File: config.mk
export PLATFORM = sky130hd
export DESIGN_NAME = bounded_deque_with_search_delete_flat
export DESIGN_NICKNAME = d
export VERILOG_FILES = /design/src/sv/bdq_pkg.sv /design/src/sv/bdq_req_if.sv /design/src/sv/bdq_rsp_if.sv /design/src/sv/bdq_ram.sv /design/src/sv/bounded_deque_with_search_delete.sv /design/src/flat_wrapper.sv
export SDC_FILE = /design/constraint.sdc
export NUM_CORES = 2
export LEC_CHECK = 0
export BUFFER_PORTS_ARGS = -buffer_cell sky130_fd_sc_hd__buf_2
export CAP_MARGIN = 5
export CORE_ASPECT_RATIO = 1.2
export CORE_MARGIN = 2
export CORE_UTILIZATION = 32
export CTS_BUF_LIST = sky130_fd_sc_hd__clkbuf_4 sky130_fd_sc_hd__clkbuf_8 sky130_fd_sc_hd__clkbuf_16
export CTS_CLUSTER_DIAMETER = 100
export DETAILED_ROUTE_END_ITERATION = 6
export GPL_TIMING_DRIVEN = 0
export SLEW_MARGIN = 20
export SYNTH_ARGS = -nofsm -noshare
export SYNTH_HDL_FRONTEND = slang
export SYNTH_HIERARCHICAL = 1
export SYNTH_SLANG_ARGS = --single-unit
File: constraint.sdc
create_clock -name clk -period 13.1 [get_ports clk]
set_clock_uncertainty 0.15 [all_clocks]
set_input_delay 1.31 -clock clk [delete_from_list [all_inputs] [get_ports clk]]
set_output_delay 1.31 -clock clk [all_outputs]
set_load 0.05 [all_outputs]
File: src/sv/bdq_pkg.sv
// Shared types and constants for the bounded deque with search and delete.
package bdq_pkg;

    localparam int OPCODE_W = 3;
    localparam int DATA_W   = 32;
    localparam int POS_W    = 6;
    localparam int STATUS_W = 2;
    localparam int COUNT_W  = 7;

    typedef enum logic [OPCODE_W-1:0] {
        OP_INS_FRONT = 3'd0,
        OP_INS_BACK  = 3'd1,
        OP_REM_FRONT = 3'd2,
        OP_REM_BACK  = 3'd3,
        OP_SEARCH    = 3'd4,
        OP_DELETE    = 3'd5
    } op_t;

    typedef enum logic [STATUS_W-1:0] {
        ST_OK        = 2'd0,
        ST_FULL      = 2'd1,
        ST_EMPTY     = 2'd2,
        ST_NOT_FOUND = 2'd3
    } status_t;

    typedef enum logic [2:0] {
        S_IDLE,
        S_EXEC,
        S_RDWAIT,
        S_SCAN,
        S_SHIFT,
        S_DONE
    } state_t;

endpackage

File: src/sv/bdq_req_if.sv
// Request channel: opcode and value with valid/ready handshake.
interface bdq_req_if;
    logic                                valid;
    logic                                ready;
    logic        [bdq_pkg::OPCODE_W-1:0] opcode;
    logic signed [bdq_pkg::DATA_W-1:0]   value;

    modport source (output valid, output opcode, output value, input ready);
    modport sink   (input valid, input opcode, input value, output ready);
endinterface

File: src/sv/bdq_rsp_if.sv
// Response channel: result fields with valid/ready handshake.
interface bdq_rsp_if;
    logic                                valid;
    logic                                ready;
    logic signed [bdq_pkg::DATA_W-1:0]   result_value;
    logic                                found;
    logic        [bdq_pkg::POS_W-1:0]    position;
    logic        [bdq_pkg::STATUS_W-1:0] status;
    logic        [bdq_pkg::COUNT_W-1:0]  entry_count;

    modport source (output valid, output result_value, output found, output position,
                    output status, output entry_count, input ready);
    modport sink   (input valid, input result_value, input found, input position,
                    input status, input entry_count, output ready);
endinterface

File: src/sv/bdq_ram.sv
// Ring storage: one write port, one read port with registered read data.
module bdq_ram #(
    parameter int DEPTH = 64,
    parameter int WIDTH = 32,
    localparam int AW = $clog2(DEPTH)
) (
    input  logic             clk,
    input  logic             wr_en,
    input  logic [AW-1:0]    wr_addr,
    input  logic [WIDTH-1:0] wr_data,
    input  logic             rd_en,
    input  logic [AW-1:0]    rd_addr,
    output logic [WIDTH-1:0] rd_data
);

    logic [WIDTH-1:0] mem [DEPTH];
    logic [WIDTH-1:0] rd_data_reg;

    always_ff @(posedge clk)
    begin
        if (wr_en)
        begin
            mem[wr_addr] <= wr_data;
        end
    end

    always_ff @(posedge clk)
    begin
        if (rd_en)
        begin
            rd_data_reg <= mem[rd_addr];
        end
    end

    assign rd_data = rd_data_reg;

endmodule

File: src/sv/bounded_deque_with_search_delete.sv
// Flow after accept: insert passes exec and done; remove adds a read-wait (not when empty);
// search and delete walk from the head, one stored entry per cycle on the RAM port.
// Throughput: one request at a time; req.ready is high only while idle, and a finished
// result may wait in the output register while the next request is taken.
// Reset (rst_n low, asynchronous) empties the list and zeroes the head; the store itself
// is not cleared, since entries are only read after they are written.
module bounded_deque_with_search_delete #(
    parameter int CAPACITY   = 64,
    parameter int VALUE_BITS = 32
) (
    input  logic            clk,
    input  logic            rst_n,
    bdq_req_if.sink         req,
    bdq_rsp_if.source       rsp
);

    localparam int IDX_W = $clog2(CAPACITY);
    localparam int CNT_W = $clog2(CAPACITY + 1);

    bdq_pkg::state_t         state_reg, state_next;
    bdq_pkg::op_t            op_reg, op_next;
    bdq_pkg::status_t        status_reg, status_next;
    logic [IDX_W-1:0]        head_reg, head_next;
    logic [CNT_W-1:0]        count_reg, count_next;
    logic [VALUE_BITS-1:0]   val_reg, val_next;
    logic [IDX_W-1:0]        ptr_reg, ptr_next;
    logic [IDX_W-1:0]        scan_slot_reg, scan_slot_next;
    logic [IDX_W-1:0]        wr_slot_reg, wr_slot_next;
    logic [IDX_W-1:0]        idx_reg, idx_next;
    logic                    found_reg, found_next;
    logic [IDX_W-1:0]        pos_reg, pos_next;
    logic [bdq_pkg::DATA_W-1:0] rv_reg, rv_next;
    logic                    rsp_valid_reg, rsp_valid_next;

    logic [bdq_pkg::DATA_W-1:0]  rsp_value_reg;
    logic                        rsp_found_reg;
    logic [bdq_pkg::POS_W-1:0]   rsp_pos_reg;
    logic [bdq_pkg::STATUS_W-1:0] rsp_status_reg;
    logic [bdq_pkg::COUNT_W-1:0] rsp_count_reg;
    logic                        rsp_load;

    logic                    mem_wr_en;
    logic [IDX_W-1:0]        mem_wr_addr;
    logic [VALUE_BITS-1:0]   mem_wr_data;
    logic                    mem_rd_en;
    logic [IDX_W-1:0]        mem_rd_addr;
    logic [VALUE_BITS-1:0]   mem_rd_data;

    logic signed [VALUE_BITS+31:0] in_ext;
    logic signed [VALUE_BITS-1:0]  rd_s;
    logic signed [VALUE_BITS+31:0] rd_ext;
    logic [CNT_W-1:0]        tail_off;
    logic [CNT_W:0]          tail_sum;
    logic [IDX_W-1:0]        tail_slot;
    logic [IDX_W-1:0]        head_inc;
    logic [IDX_W-1:0]        head_dec;
    logic [IDX_W-1:0]        ptr_inc;
    logic                    is_full;
    logic                    is_empty;
    logic                    is_match;
    logic                    last_cmp;
    logic                    more_shift;
    logic [IDX_W+5:0]        pos_wide;
    logic [CNT_W+6:0]        count_wide;

    bdq_ram #(
        .DEPTH (CAPACITY),
        .WIDTH (VALUE_BITS)
    ) u_ram (
        .clk     (clk),
        .wr_en   (mem_wr_en),
        .wr_addr (mem_wr_addr),
        .wr_data (mem_wr_data),
        .rd_en   (mem_rd_en),
        .rd_addr (mem_rd_addr),
        .rd_data (mem_rd_data)
    );

    // Store width: sign-extend the request value, then keep VALUE_BITS.
    assign in_ext = (VALUE_BITS + 32)'(req.value);
    assign rd_s   = mem_rd_data;
    assign rd_ext = (VALUE_BITS + 32)'(rd_s);

    assign is_full  = (count_reg == CNT_W'(CAPACITY));
    assign is_empty = (count_reg == '0);
    assign is_match = (mem_rd_data == val_reg);

    assign head_inc = (head_reg == IDX_W'(CAPACITY - 1)) ? '0 : head_reg + IDX_W'(1);
    assign head_dec = (head_reg == '0) ? IDX_W'(CAPACITY - 1) : head_reg - IDX_W'(1);
    assign ptr_inc  = (ptr_reg == IDX_W'(CAPACITY - 1)) ? '0 : ptr_reg + IDX_W'(1);

    // Slot of the back end: count for insert, count - 1 for remove.
    assign tail_off  = (op_reg == bdq_pkg::OP_INS_BACK) ? count_reg : count_reg - CNT_W'(1);
    assign tail_sum  = (CNT_W + 1)'(head_reg) + (CNT_W + 1)'(tail_off);
    assign tail_slot = (tail_sum >= (CNT_W + 1)'(CAPACITY))
                       ? IDX_W'(tail_sum - (CNT_W + 1)'(CAPACITY))
                       : IDX_W'(tail_sum);

    assign last_cmp   = ((CNT_W + 1)'(idx_reg) + (CNT_W + 1)'(1)) >= (CNT_W + 1)'(count_reg);
    assign more_shift = ((CNT_W + 1)'(idx_reg) + (CNT_W + 1)'(2)) < (CNT_W + 1)'(count_reg);

    assign req.ready = (state_reg == bdq_pkg::S_IDLE);

    always_comb
    begin
        state_next     = state_reg;
        op_next        = op_reg;
        status_next    = status_reg;
        head_next      = head_reg;
        count_next     = count_reg;
        val_next       = val_reg;
        ptr_next       = ptr_reg;
        scan_slot_next = scan_slot_reg;
        wr_slot_next   = wr_slot_reg;
        idx_next       = idx_reg;
        found_next     = found_reg;
        pos_next       = pos_reg;
        rv_next        = rv_reg;
        rsp_valid_next = rsp_valid_reg && !rsp.ready;
        rsp_load       = 1'b0;
        mem_wr_en      = 1'b0;
        mem_wr_addr    = tail_slot;
        mem_wr_data    = val_reg;
        mem_rd_en      = 1'b0;
        mem_rd_addr    = ptr_reg;

        unique case (state_reg)
            bdq_pkg::S_IDLE:
            begin
                if (req.valid)
                begin
                    op_next     = bdq_pkg::op_t'(req.opcode);
                    val_next    = in_ext[VALUE_BITS-1:0];
                    status_next = bdq_pkg::ST_OK;
                    found_next  = 1'b0;
                    pos_next    = '0;
                    rv_next     = '0;
                    state_next  = bdq_pkg::S_EXEC;
                end
            end

            bdq_pkg::S_EXEC:
            begin
                state_next = bdq_pkg::S_DONE;
                unique case (op_reg)
                    bdq_pkg::OP_INS_FRONT:
                    begin
                        if (is_full)
                        begin
                            status_next = bdq_pkg::ST_FULL;
                        end
                        else
                        begin
                            mem_wr_en   = 1'b1;
                            mem_wr_addr = head_dec;
                            head_next   = head_dec;
                            count_next  = count_reg + CNT_W'(1);
                        end
                    end
                    bdq_pkg::OP_INS_BACK:
                    begin
                        if (is_full)
                        begin
                            status_next = bdq_pkg::ST_FULL;
                        end
                        else
                        begin
                            mem_wr_en  = 1'b1;
                            count_next = count_reg + CNT_W'(1);
                        end
                    end
                    bdq_pkg::OP_REM_FRONT:
                    begin
                        if (is_empty)
                        begin
                            status_next = bdq_pkg::ST_EMPTY;
                        end
                        else
                        begin
                            mem_rd_en   = 1'b1;
                            mem_rd_addr = head_reg;
                            head_next   = head_inc;
                            count_next  = count_reg - CNT_W'(1);
                            state_next  = bdq_pkg::S_RDWAIT;
                        end
                    end
                    bdq_pkg::OP_REM_BACK:
                    begin
                        if (is_empty)
                        begin
                            status_next = bdq_pkg::ST_EMPTY;
                        end
                        else
                        begin
                            mem_rd_en   = 1'b1;
                            mem_rd_addr = tail_slot;
                            count_next  = count_reg - CNT_W'(1);
                            state_next  = bdq_pkg::S_RDWAIT;
                        end
                    end
                    bdq_pkg::OP_SEARCH,
                    bdq_pkg::OP_DELETE:
                    begin
                        if (is_empty)
                        begin
                            status_next = bdq_pkg::ST_NOT_FOUND;
                        end
                        else
                        begin
                            // Start the walk at the head; the compare uses the registered read data in the next cycle.
                            mem_rd_en      = 1'b1;
                            mem_rd_addr    = head_reg;
                            scan_slot_next = head_reg;
                            ptr_next       = head_inc;
                            idx_next       = '0;
                            state_next     = bdq_pkg::S_SCAN;
                        end
                    end
                    default:
                    begin
                        state_next = bdq_pkg::S_DONE;
                    end
                endcase
            end

            bdq_pkg::S_RDWAIT:
            begin
                rv_next    = rd_ext[bdq_pkg::DATA_W-1:0];
                state_next = bdq_pkg::S_DONE;
            end

            bdq_pkg::S_SCAN:
            begin
                priority if (is_match)
                begin
                    found_next = 1'b1;
                    pos_next   = idx_reg;
                    if (op_reg == bdq_pkg::OP_DELETE && !last_cmp)
                    begin
                        // Pull the next entry down into the matched slot.
                        mem_rd_en      = 1'b1;
                        mem_rd_addr    = ptr_reg;
                        scan_slot_next = ptr_reg;
                        ptr_next       = ptr_inc;
                        wr_slot_next   = scan_slot_reg;
                        state_next     = bdq_pkg::S_SHIFT;
                    end
                    else
                    begin
                        if (op_reg == bdq_pkg::OP_DELETE)
                        begin
                            count_next = count_reg - CNT_W'(1);
                        end
                        state_next = bdq_pkg::S_DONE;
                    end
                end
                else if (last_cmp)
                begin
                    status_next = bdq_pkg::ST_NOT_FOUND;
                    state_next  = bdq_pkg::S_DONE;
                end
                else
                begin
                    mem_rd_en      = 1'b1;
                    mem_rd_addr    = ptr_reg;
                    scan_slot_next = ptr_reg;
                    ptr_next       = ptr_inc;
                    idx_next       = idx_reg + IDX_W'(1);
                end
            end

            bdq_pkg::S_SHIFT:
            begin
                mem_wr_en    = 1'b1;
                mem_wr_addr  = wr_slot_reg;
                mem_wr_data  = mem_rd_data;
                wr_slot_next = scan_slot_reg;
                idx_next     = idx_reg + IDX_W'(1);
                if (more_shift)
                begin
                    mem_rd_en      = 1'b1;
                    mem_rd_addr    = ptr_reg;
                    scan_slot_next = ptr_reg;
                    ptr_next       = ptr_inc;
                end
                else
                begin
                    count_next = count_reg - CNT_W'(1);
                    state_next = bdq_pkg::S_DONE;
                end
            end

            bdq_pkg::S_DONE:
            begin
                // Hold until the output register is free.
                if (!rsp_valid_reg || rsp.ready)
                begin
                    rsp_load       = 1'b1;
                    rsp_valid_next = 1'b1;
                    state_next     = bdq_pkg::S_IDLE;
                end
            end

            default:
            begin
                state_next = bdq_pkg::S_IDLE;
            end
        endcase
    end

    always_ff @(posedge clk or negedge rst_n)
    begin
        if (!rst_n)
        begin
            state_reg     <= bdq_pkg::S_IDLE;
            head_reg      <= '0;
            count_reg     <= '0;
            rsp_valid_reg <= 1'b0;
        end
        else
        begin
            state_reg     <= state_next;
            head_reg      <= head_next;
            count_reg     <= count_next;
            rsp_valid_reg <= rsp_valid_next;
        end
    end

    always_ff @(posedge clk)
    begin
        op_reg        <= op_next;
        status_reg    <= status_next;
        val_reg       <= val_next;
        ptr_reg       <= ptr_next;
        scan_slot_reg <= scan_slot_next;
        wr_slot_reg   <= wr_slot_next;
        idx_reg       <= idx_next;
        found_reg     <= found_next;
        pos_reg       <= pos_next;
        rv_reg        <= rv_next;
    end

    assign pos_wide   = (IDX_W + 6)'(pos_reg);
    assign count_wide = (CNT_W + 7)'(count_reg);

    always_ff @(posedge clk)
    begin
        if (rsp_load)
        begin
            rsp_value_reg  <= rv_reg;
            rsp_found_reg  <= found_reg;
            rsp_pos_reg    <= pos_wide[bdq_pkg::POS_W-1:0];
            rsp_status_reg <= status_reg;
            rsp_count_reg  <= count_wide[bdq_pkg::COUNT_W-1:0];
        end
    end

    assign rsp.valid        = rsp_valid_reg;
    assign rsp.result_value = rsp_value_reg;
    assign rsp.found        = rsp_found_reg;
    assign rsp.position     = rsp_pos_reg;
    assign rsp.status       = rsp_status_reg;
    assign rsp.entry_count  = rsp_count_reg;

endmodule

File: src/flat_wrapper.sv
// flat-port wrapper written by rule: the top's interface ports become plain ports
module bounded_deque_with_search_delete_flat 
#(
    parameter int CAPACITY   = 64,
    parameter int VALUE_BITS = 32
)
  (clk, rst_n, req_valid, req_opcode, req_value, req_ready, rsp_valid, rsp_result_value, rsp_found, rsp_position, rsp_status, rsp_entry_count, rsp_ready);
  bdq_req_if req_i ();
  bdq_rsp_if rsp_i ();
  input  logic clk;
  input  logic rst_n;
  input wire logic [$bits(req_i.valid)-1:0] req_valid;
  input wire logic [$bits(req_i.opcode)-1:0] req_opcode;
  input wire logic [$bits(req_i.value)-1:0] req_value;
  output wire logic [$bits(req_i.ready)-1:0] req_ready;
  output wire logic [$bits(rsp_i.valid)-1:0] rsp_valid;
  output wire logic [$bits(rsp_i.result_value)-1:0] rsp_result_value;
  output wire logic [$bits(rsp_i.found)-1:0] rsp_found;
  output wire logic [$bits(rsp_i.position)-1:0] rsp_position;
  output wire logic [$bits(rsp_i.status)-1:0] rsp_status;
  output wire logic [$bits(rsp_i.entry_count)-1:0] rsp_entry_count;
  input wire logic [$bits(rsp_i.ready)-1:0] rsp_ready;
  assign req_i.valid = req_valid;
  assign req_i.opcode = req_opcode;
  assign req_i.value = req_value;
  assign req_ready = req_i.ready;
  assign rsp_valid = rsp_i.valid;
  assign rsp_result_value = rsp_i.result_value;
  assign rsp_found = rsp_i.found;
  assign rsp_position = rsp_i.position;
  assign rsp_status = rsp_i.status;
  assign rsp_entry_count = rsp_i.entry_count;
  assign rsp_i.ready = rsp_ready;
  bounded_deque_with_search_delete #(.CAPACITY(CAPACITY), .VALUE_BITS(VALUE_BITS)) u_core (.clk(clk), .rst_n(rst_n), .req(req_i), .rsp(rsp_i));
endmodule
==> results by group <==
Setup path
  – FF-to-FF setup slack: 5.60 ns
  – Worst EP required: 13.50 ns
  – CP startpoint kind: flip-flop
  – CP Max Fanout: 10
  – Reg2reg path depth: 16
  – WP buf/inv: 4
  – CP endpoint kind: flip-flop
  – Crit path kind: flip-flop to flip-flop
  – Max incr delay on CP: 0.89 ns
  – FF-to-FF Start: u_core/op_reg[1]
  – Most used cell, CP: buf_2
  – Top delay family on crit path: compound AO/OA/AOI/OAI gates
  – Critical R2R Capture: u_core/u_ram/rd_data[6]
  – Worst path cell trace: buf_2 -> or3b_2 -> clkbuf_1 -> a21oi_1 -> ha_1 -> a21o_1 -> a21oi_1 -> xnor2_1 -> a22oi_1 -> o21ai_1 -> buf_2 -> buf_2 -> nand2_1 -> o221ai_1 -> o21ai_0 -> and3_1
  – Critical Path AT: 7.90 ns
  – CP max stage cell: o221ai_1

STA
  – FMAX: 133 MHz
  – Setup_tns: 0 ns
  – Worst-Margin Slew: 1.25 ns
  – RSZ-0062 raised after global routing: no
  – Setup ws final: 5.60 ns
  – Final Hold Vio Count: 0
  – Clock period minus worst slack: 7.50 ns
  – # setup viols final: 0
  – Pins Over Slew Limit: 0
  – Crit share post-route: 57.3%
  – Relative slew margins: 16.2%

Clock tree
  – Maximum buffer depth of the clock tree: 4
  – PostCTS Resize Cnt: 0
  – Clock buffer count from CTS: 218
  – Clk sink count: 2245
  – Clk_lat worst skew: 0.87 ns
  – Post-CTS Setup Bufs: 0
  – H-tree Lvls: 4
  – Hold buffer count at CTS: 0
  – Reg clk slew, reported paths: 0.06 ns
  – CTS root buf: clkbuf_16
  – CTS tree: yes

Flow run
  – Max-cap violations: 0

Die
  – Starting Density: 32.1%
  – Core area: 273000 um^2
  – Num rows: 210
  – Die area: 278000 um^2
  – Chip height: 577 um
  – Io pins: 89
  – DIE WIDTH: 482 um

Synthesis
  – Post-Syn Nets: 4329
  – Yosys reg bits: 2245
  – Area share of the largest cell type after synthesis: 76.3%
  – Cell Area, Synth: 87700 um^2
  – Ys flop type: edfxtp_1
  – Count leader, synth: edfxtp_1
  – Register area share after synthesis: 76.8%
  – Synth top cells by count: 2228 x edfxtp_1, 446 x mux4_2, 193 x mux2i_1
  – Synth Instances: 4261
  – Area leader, netlist: edfxtp_1
  – Async SR Flop Fraction: 0.757%
  – Syn. warnings: 6
  – Cell variety after synth: 73
  – Post-synth EDFFs: 2228
  – Top cells by area, synth: edfxtp_1 76%, mux4_2 11%, mux2i_1 2.2%
  – Average size of a mapped cell: 20.6 um^2

Finish
  – Layout cells sized above 1: 26.0%
  – Area delta synth->final: 17.8%
  – Largest Register: u_core/u_ram/mem
  – Fillers: 24500
  – Largest register FFs: 2048
  – Fin cells: 8477
  – Nets: 4771

Placement
  – Port bufs: 88
  – Post-Place Setup Slack: 5.86 ns
  – Dpl hpwl: 173000 um
  – Dpl cells: 8087
  – GP Congestion: 0.897

Drt
  – Routed WL: 258000 um
  – Via count: 46300
  – DR WL/cell: 30.5 um
  – Routed Antenna Nets: 0
  – DRT Pass-1 Iters: 6
  – Initial drt markers: 6484
  – Via density: 5.46
  – DRC Markers: 0

Min path
  – HP Class: input port to asynchronous set/reset pin

Power and ir drop
  – Clk pwr share: 23.0%
  – Final Power: 27100 uW
  – Reg power frac: 35.2%
  – Switching part of the total: 39.0%
  – Net switching power: 10600 uW
  – Power share of the combinational group: 41.8%
  – Leak pwr: 0.0327 uW
  – Max rail drop VDD: 0.188 mV
  – Internal power: 16500 uW
  – Power per cell area: 262 nW/um^2

Status
  – Status: finished, final reports clean

Global routing
  – Vias in the first global route: 45900
  – Initial antenna violation count: 17
  – First-pass GRT wire length: 358000 um
  – Gr usage total: 18.2%
  – Largest net degree at the start of global routing: 65
  – Total grt overflow: 0
kinds of logic (layout without fill, tap and decap cells):
group	Yosys count	after routing	share of synthesized area [%]
DFF	2245	2245	76.8
muxes	640	640	13.7
buffers and inverters	261	869	1.73
adders and majority gates	29	29	0.422
xor gates and xnor gates	65	65	0.649
other	0	4	0
AOI/OAI and AO/OA	472	472	3.76
and+or+nand+nor	549	549	2.96
per-layer routing:
layer  track usage (%)  vias to the layer above  wire, um
li1                  -                    18600         -
met1              22.6                    24700     95000
met2              30.8                     2495    127000
met3              3.45                      580     22500
met4              8.64                       10     14100
met5                 0                        -        67
cell type report:
cell class | instances | area [um^2] | area share, %
Sequential cell | 2245 | 67300 | 65.2
Antenna cell | 4 | 10.0 | 0.00969
Tap cell | 3604 | 4510 | 4.36
Clock inverter | 128 | 1190 | 1.16
Clock buffer | 258 | 5790 | 5.60
Inverter | 22 | 82.6 | 0.0799
Timing Repair Buffer | 222 | 3400 | 3.29
Multi-Input combinational cell | 1755 | 19600 | 18.9
Buffer | 239 | 1440 | 1.39
cells in the final DEF, fill, tap and decap left out, types with 36 or more instances in the layout:
cell,n
edfxtp_1,2228
o22ai_1,47
clkbuf_16,220
buf_2,155
a21oi_1,53
clkinv_2,36
o21ai_0,64
mux4_2,446
clkinv_1,54
buf_16,50
buf_12,74
nor2_4,65
a22oi_1,136
clkbuf_1,93
clkbuf_4,38
nand3_1,61
nand2_1,158
xor2_1,39
nor2_1,65
and2_1,44
mux2i_1,193
worst max path at each step:
stage	startpoint	to	slack [ns]	cells past startpoint
floorplan	u_core/op_reg[1]	u_core/u_ram/mem[28][0]	7.68	14
global placement	u_core/op_reg[1]	u_core/u_ram/rd_data[15]	4.06	17
detailed placement	u_core/op_reg[1]	u_core/u_ram/rd_data[6]	5.86	16
CTS	u_core/op_reg[1]	u_core/u_ram/rd_data[6]	5.86	16
global route	u_core/op_reg[1]	u_core/u_ram/rd_data[3]	5.71	16
finish	u_core/op_reg[1]	u_core/u_ram/rd_data[6]	5.60	16
worst register-to-register path: stages, from the launching register on:
cell      delay, ns
edfxtp_1       0.40
buf_2          0.20
or3b_2         0.47
clkbuf_1       0.19
a21oi_1        0.27
ha_1           0.29
a21o_1         0.18
a21oi_1        0.17
xnor2_1        0.23
a22oi_1        0.13
o21ai_1        0.73
buf_2          0.67
buf_2          0.49
nand2_1        0.78
o221ai_1       0.91
o21ai_0        0.50
and3_1         0.43
stage by stage:
stage / area, um^2 / hold slack [ns] / util (%)
2_1_floorplan: 87700 / 0.250 / -
3_5_place_dp: 96300 / 0.255 / 35.3
5_1_grt: 103000 / 0.248 / 37.9
6_report: 103000 / 0.235 / 37.9
4_1_cts: 103000 / 0.201 / 37.9
3_3_place_gp: 92600 / 0.253 / 34.0
power groups by stage:
stage	Sequential [uW]	Clock, uW	Combinational (uW)
after global routing	9580	6580	11700
after CTS	9540	6310	11200
after floorplan	9790	0	6000
after global placement	9860	0	10400
after detailed placement	9690	0	11200
final	9540	6220	11300
(Power assumes the default switching activity.)
